[src/rtl/ccfl_pkg.sv]
// shared types and constants for the checksummed command and frame loader
// no dependencies
package ccfl_pkg;

  localparam int FRAME_WIDTH  = 128;
  localparam int FRAME_HEIGHT = 64;
  localparam int FRAME_SIZE   = FRAME_WIDTH * FRAME_HEIGHT;
  localparam int CNT_W        = (FRAME_SIZE > 1) ? $clog2(FRAME_SIZE) : 1;
  localparam int ADDR_W       = 13;

  localparam logic [CNT_W-1:0] LAST_PIXEL = CNT_W'(FRAME_SIZE - 1);

  localparam logic [31:0] WORD_ACK   = 32'hDEADBEEF;
  localparam logic [31:0] WORD_FRAME = 32'h00FEED00;
  localparam logic [2:0]  CMD_LAST   = 3'd4;

  localparam logic [1:0] ERR_NONE     = 2'd0;
  localparam logic [1:0] ERR_CHECKSUM = 2'd1;
  localparam logic [1:0] ERR_UNKNOWN  = 2'd2;

  localparam logic [2:0] BLINK_NONE    = 3'd0;
  localparam logic [2:0] BLINK_ACK     = 3'd1;
  localparam logic [2:0] BLINK_BAD_SUM = 3'd3;
  localparam logic [2:0] BLINK_UNKNOWN = 3'd4;
  localparam logic [2:0] BLINK_FRAME   = 3'd5;

  typedef struct packed {
    logic              receiving_frame;
    logic [2:0]        cmd_count;
    logic [31:0]       cmd_word;
    logic [7:0]        running_sum;
    logic [ADDR_W-1:0] frame_position;
    logic [CNT_W-1:0]  pixel_count;
    logic [1:0]        latched_error;
  } state_t;

  typedef struct packed {
    logic              pixel_write;
    logic [ADDR_W-1:0] pixel_address;
    logic [7:0]        pixel_value;
    logic              frame_done;
    logic              command_done;
    logic [1:0]        error_code;
    logic [2:0]        blink_count;
    logic              frame_mode;
  } result_t;

endpackage

[src/rtl/ccfl_step.sv]
// per-byte next-state and result logic
// depends on ccfl_pkg
module ccfl_step (
  input  ccfl_pkg::state_t  cur,
  input  logic [7:0]        rx_byte,
  output ccfl_pkg::state_t  nxt,
  output ccfl_pkg::result_t res
);

  always_comb begin
    nxt = cur;
    res = '0;
    if (cur.receiving_frame) begin
      res.pixel_write    = 1'b1;
      res.pixel_address  = cur.frame_position;
      res.pixel_value    = rx_byte;
      nxt.frame_position = cur.frame_position + 1'b1;
      nxt.pixel_count    = cur.pixel_count + 1'b1;
      if (cur.pixel_count == ccfl_pkg::LAST_PIXEL) begin
        res.frame_done      = 1'b1;
        res.blink_count     = ccfl_pkg::BLINK_ACK;
        nxt.receiving_frame = 1'b0;
        nxt.pixel_count     = '0;
        nxt.frame_position  = '0;
      end
    end else if (cur.cmd_count != ccfl_pkg::CMD_LAST) begin
      nxt.cmd_word    = {cur.cmd_word[23:0], rx_byte};
      nxt.running_sum = cur.running_sum + rx_byte;
      nxt.cmd_count   = cur.cmd_count + 1'b1;
    end else begin
      res.command_done = 1'b1;
      if (rx_byte != cur.running_sum) begin
        nxt.latched_error = ccfl_pkg::ERR_CHECKSUM;
        res.blink_count   = ccfl_pkg::BLINK_BAD_SUM;
      end else if (cur.cmd_word == ccfl_pkg::WORD_ACK) begin
        nxt.latched_error = ccfl_pkg::ERR_NONE;
        res.blink_count   = ccfl_pkg::BLINK_ACK;
      end else if (cur.cmd_word == ccfl_pkg::WORD_FRAME) begin
        nxt.latched_error   = ccfl_pkg::ERR_NONE;
        nxt.receiving_frame = 1'b1;
        nxt.frame_position  = '0;
        nxt.pixel_count     = '0;
        res.blink_count     = ccfl_pkg::BLINK_FRAME;
      end else begin
        nxt.latched_error = ccfl_pkg::ERR_UNKNOWN;
        res.blink_count   = ccfl_pkg::BLINK_UNKNOWN;
      end
      nxt.cmd_count   = '0;
      nxt.cmd_word    = '0;
      nxt.running_sum = '0;
    end
    res.error_code = nxt.latched_error;
    res.frame_mode = nxt.receiving_frame;
  end

endmodule

[src/rtl/checksummed_command_and_frame_loader.sv]
// latency: a result is valid in the cycle after its byte's transaction
// throughput: one byte per cycle, the output register is reloaded on the
// same edge it is taken, so ready only drops while a result is stalled
// reset: synchronous rst clears mode, command gathering, frame position,
// latched error and the output valid flag
module checksummed_command_and_frame_loader (
  input  logic                          clk,
  input  logic                          rst,
  input  logic                          in_valid,
  output logic                          in_ready,
  input  logic [7:0]                    rx_byte,
  output logic                          out_valid,
  input  logic                          out_ready,
  output logic                          pixel_write,
  output logic [ccfl_pkg::ADDR_W-1:0]   pixel_address,
  output logic [7:0]                    pixel_value,
  output logic                          frame_done,
  output logic                          command_done,
  output logic [1:0]                    error_code,
  output logic [2:0]                    blink_count,
  output logic                          frame_mode
);

  ccfl_pkg::state_t  state;
  ccfl_pkg::state_t  state_next;
  ccfl_pkg::result_t step_res;
  ccfl_pkg::result_t result;
  logic              accept;

  ccfl_step u_step (
    .cur     (state),
    .rx_byte (rx_byte),
    .nxt     (state_next),
    .res     (step_res)
  );

  assign in_ready = !out_valid || out_ready;
  assign accept   = in_valid && in_ready;

  always_ff @(posedge clk) begin
    if (rst) begin
      state     <= '0;
      out_valid <= 1'b0;
    end else begin
      if (accept) begin
        state <= state_next;
      end
      if (in_ready) begin
        out_valid <= in_valid;
      end
    end
  end

  always_ff @(posedge clk) begin
    if (accept) begin
      result <= step_res;
    end
  end

  assign pixel_write   = result.pixel_write;
  assign pixel_address = result.pixel_address;
  assign pixel_value   = result.pixel_value;
  assign frame_done    = result.frame_done;
  assign command_done  = result.command_done;
  assign error_code    = result.error_code;
  assign blink_count   = result.blink_count;
  assign frame_mode    = result.frame_mode;

endmodule

[config.mk]
export PLATFORM = sky130hd
export DESIGN_NAME = checksummed_command_and_frame_loader
export DESIGN_NICKNAME = d
export VERILOG_FILES = /design/src/rtl/ccfl_pkg.sv /design/src/rtl/ccfl_step.sv /design/src/rtl/checksummed_command_and_frame_loader.sv
export SDC_FILE = /design/constraint.sdc
export NUM_CORES = 1
export LEC_CHECK = 0
export BUFFER_PORTS_ARGS = -buffer_cell sky130_fd_sc_hd__buf_2
export CAP_MARGIN = 20
export CELL_PAD_IN_SITES_DETAIL_PLACEMENT = 1
export CELL_PAD_IN_SITES_GLOBAL_PLACEMENT = 1
export CORE_MARGIN = 2
export CORE_UTILIZATION = 46
export CTS_CLUSTER_DIAMETER = 60
export DETAILED_ROUTE_END_ITERATION = 7
export PLACE_DENSITY = 0.85
export SYNTH_ARGS = -nofsm -noshare
export SYNTH_HDL_FRONTEND = slang
export SYNTH_SLANG_ARGS = --single-unit
[constraint.sdc]
create_clock -name clk -period 2.95 [get_ports clk]
set_input_delay 0.59 -clock clk [delete_from_list [all_inputs] [get_ports clk]]
set_output_delay 0.59 -clock clk [all_outputs]
set_load 0.05 [all_outputs]
==> flow_metrics.env <==
export IMPL_peakVddDrop_mv=0.2220
export IMPL_r2r_slack_ns=0.42
export IMPL_antenna_found_initial=0
export IMPL_rr_startpoint="state[31]$_SDFFE_PP0P_"
export IMPL_syn_inst=530
export IMPL_cts_sinks=103
export IMPL_cts_buffers=9
export IMPL_final_cells=703
export IMPL_fmax_mhz=393.9
export IMPL_synth_compound_area_frac=0.1718
export IMPL_min_to="state[0]$_SDFFE_PP0P_"
export IMPL_clock_skew_ns=0.01757
export IMPL_rsz0062_at_grt="no"
export IMPL_path_clk_slew_ns=0.09
export IMPL_synth_fa_ha_area_frac=0.03250
export IMPL_drive_above_1_share=0.1411
export IMPL_dp_cells=687
export IMPL_worst_pin_slew_ns=0.7284
export IMPL_clk_path_buf_depth=2
export IMPL_synth_edf_count=30
export IMPL_post_cts_buffers=0
export IMPL_htree_levels=3
export IMPL_setup_viol=0
export IMPL_grt_pass1_vias=4285
export IMPL_maxSlewHeadroom=0.5130
export IMPL_p_leak_nw=1.919
export IMPL_post_route_period_util=0.8606
export IMPL_ios=44
export IMPL_timing_rr_end="state[18]$_SDFFE_PP0P_"
export IMPL_startpoint_type="primary input"
export IMPL_hold_path_cell_count=2
export IMPL_postSynthAreaPerCell_um2=9.153
export IMPL_drt_pass1_iter_count=4
export IMPL_hold_buffers=0
export IMPL_final_hold_violation_count=0
export IMPL_synthXorXnorAreaFrac=0.009028
export IMPL_finalCriticalPeriod_ns=2.539
export IMPL_clk_latency_ns=0.38
export IMPL_overflow=0
export IMPL_worstHoldStart="state[0]$_SDFFE_PP0P_"
export IMPL_core_area_mm2=0.01028
export IMPL_port_buffers=43
export IMPL_fin_tns_setup_ns=0
export IMPL_cp_max_fo=31
export IMPL_criticalPathCategory="in -> reg"
export IMPL_cp_required_ns=3.25
export IMPL_cts_root_buf="clkbuf_8"
export IMPL_synth_cell_types=50
export IMPL_arrival_ns=2.84
export IMPL_synth_mux_area_fraction=0.004127
export IMPL_synth_top_family_by_area="simple AND/OR/NAND/NOR gates"
export IMPL_rows=37
export IMPL_die_x_um=106.7
export IMPL_synthArstFlopShare=0
export IMPL_fp_dieH_um=106.7
export IMPL_drtAntennaViolNets=0
export IMPL_dp_hpwl_um=8888
export IMPL_groute_usage_overall=0.2350
export IMPL_syn_area_mm2=0.004851
export IMPL_synth_simple_area_share=0.2530
export IMPL_grt_max_degree=38
export IMPL_wl_um=12740
export IMPL_syn_nets=554
export IMPL_status="completed"
export IMPL_dieArea_mm2=0.01138
export IMPL_maxCapViolations=0
export IMPL_powerDensity_mw_per_mm2=505.5
export IMPL_crit_path_end_kind="register"
export IMPL_synth_seq_cells=103
export IMPL_num_vias=4270
export IMPL_initial_core_util=0.4720
export IMPL_route_detailed_drc=0
export IMPL_yosys_warnings=0
export IMPL_ctsResizeCount=0
export IMPL_nets=586
export IMPL_globalplace_congestion=0.9053
export IMPL_drt_initial_drc_count=209
export IMPL_area_delta_synth_final_pct=12.07
export IMPL_min_path_type="reg -> reg"
export IMPL_yosysSeqAreaShare=0.4870
export IMPL_rr_worst_depth=7
export IMPL_diodes=0
export IMPL_via_per_inst=6.074
export IMPL_drv_slew=0
export IMPL_synth_ff_type="dfxtp_1"
export IMPL_cts_tree="done"
export IMPL_grt_pass1_wl_um=21360
export IMPL_wire_per_inst_um=18.12
-- critical path: stages --
cell	delay, ns
buf_2	0.12
ha_1	0.34
nor4_1	0.46
and4_1	0.31
a41oi_2	0.16
buf_12	0.21
or4_1	0.47
a21oi_1	0.17
-- per-stage QoR --
stage	area, µm²	worst slack (ns)	hold slack, ns	total power [mW]	utilization
after floorplan	4857	0.01940	0.4269	1.807	-
after global placement	5249	0.1592	0.4441	1.897	0.5107
after detailed placement	5249	0.08077	0.4531	1.915	0.5107
after CTS	5436	0.4067	0.4674	2.762	0.5290
after global routing	5436	0.2616	0.4931	2.855	0.5290
final	5436	0.4112	0.4674	2.748	0.5290
-- registers in the layout, indices dropped and copies added, names as in the netlist --
register,count
state,72
blink_count,3
pixel_value,8
error_code,2
pixel_address,13
frame_done,1
frame_mode,1
out_valid,1
pixel_write,1
command_done,1
-- synth_stat cells (all sizes together), types with 5 or more instances --
cell     instances  area [µm²]
ha              11       137.6
a41o             7       70.07
edfxtp          30       900.9
nand2           58       217.7
nor3             8       45.04
o41ai            5       43.79
nand3           52       260.3
o31ai           12       90.09
o2111ai         11       96.34
buf              8       33.78
and2            26       162.7
a21oi           68       340.3
dfxtp           73        1461
nor4             7       58.81
o21ai           10       50.05
nand4            9       56.30
nor2            17       63.81
or3              6       37.54
or4             12       93.84
and3             8       50.05
clkbuf          29       108.9
inv             17       63.81
-- cells by family after synthesis --
group	Yosys count
simple gates	224
compound gates	130
flops	103
buf+inv	54
fa+ha+maj	12
xor+xnor	5
mux	2
-- layer usage --
| layer | wire (µm) | vias up | part of all wire | GRT usage |
|---|---|---|---|---|
| met5 | 0 | - | 0 | 0 |
| met4 | 170 | 0 | 0.013 | 0.06494 |
| met3 | 539 | 15 | 0.042 | 0.03891 |
| met2 | 6300 | 105 | 0.49 | 0.4022 |
| met1 | 5727 | 2113 | 0.45 | 0.3078 |
| li1 | - | 2037 | - | - |
-- placed cells by master (no fill, tap or decap), drive strengths merged, types with 9 or more instances in the layout --
| cell | n |
|---|---|
| nor2 | 17 |
| a21oi | 68 |
| o21ai | 10 |
| ha | 11 |
| nand4 | 9 |
| nand2 | 58 |
| dfxtp | 73 |
| edfxtp | 30 |
| clkbuf | 9 |
| o31ai | 12 |
| inv | 21 |
| or4 | 12 |
| nand3 | 52 |
| buf | 58 |
| o2111ai | 11 |
| and2 | 26 |
-- worst max-delay path by stage --
stage                            from                endpoint  slack (ns)  cells after the start
3_3_place_gp               rx_byte[6]  state[23]$_SDFFE_PP0P_        0.16                      8
2_1_floorplan               out_ready   state[1]$_SDFFE_PP0P_        0.02                      7
4_1_cts        state[29]$_SDFFE_PP0P_  state[18]$_SDFFE_PP0P_        0.41                      7
6_report                   rx_byte[6]  state[18]$_SDFFE_PP0P_        0.41                      8
5_1_grt        state[31]$_SDFFE_PP0P_  state[18]$_SDFFE_PP0P_        0.26                      7
3_5_place_dp               rx_byte[6]   state[9]$_SDFFE_PP0P_        0.08                      8
-- area by class of cell --
| cell class | instances | area [µm²] |
|---|---|---|
| repair buffers | 58 | 365.4 |
| flip-flops and latches | 103 | 2362 |
| well taps | 136 | 170.2 |
| fillers | 1199 | 4841 |
| clock buffers | 9 | 123.9 |
| multi-input cells | 373 | 2287 |
| clock inverters | 7 | 63.81 |
| inverters | 17 | 63.81 |
-- power by group --
part	total [mW]	internal, mW	switching (mW)
clock	0.858	0.326	0.531
sequential	1.53	1.50	0.0331
combinational	0.357	0.109	0.248
total	2.75	1.94	0.813
Note: power is estimated with default switching activity, not from simulation.
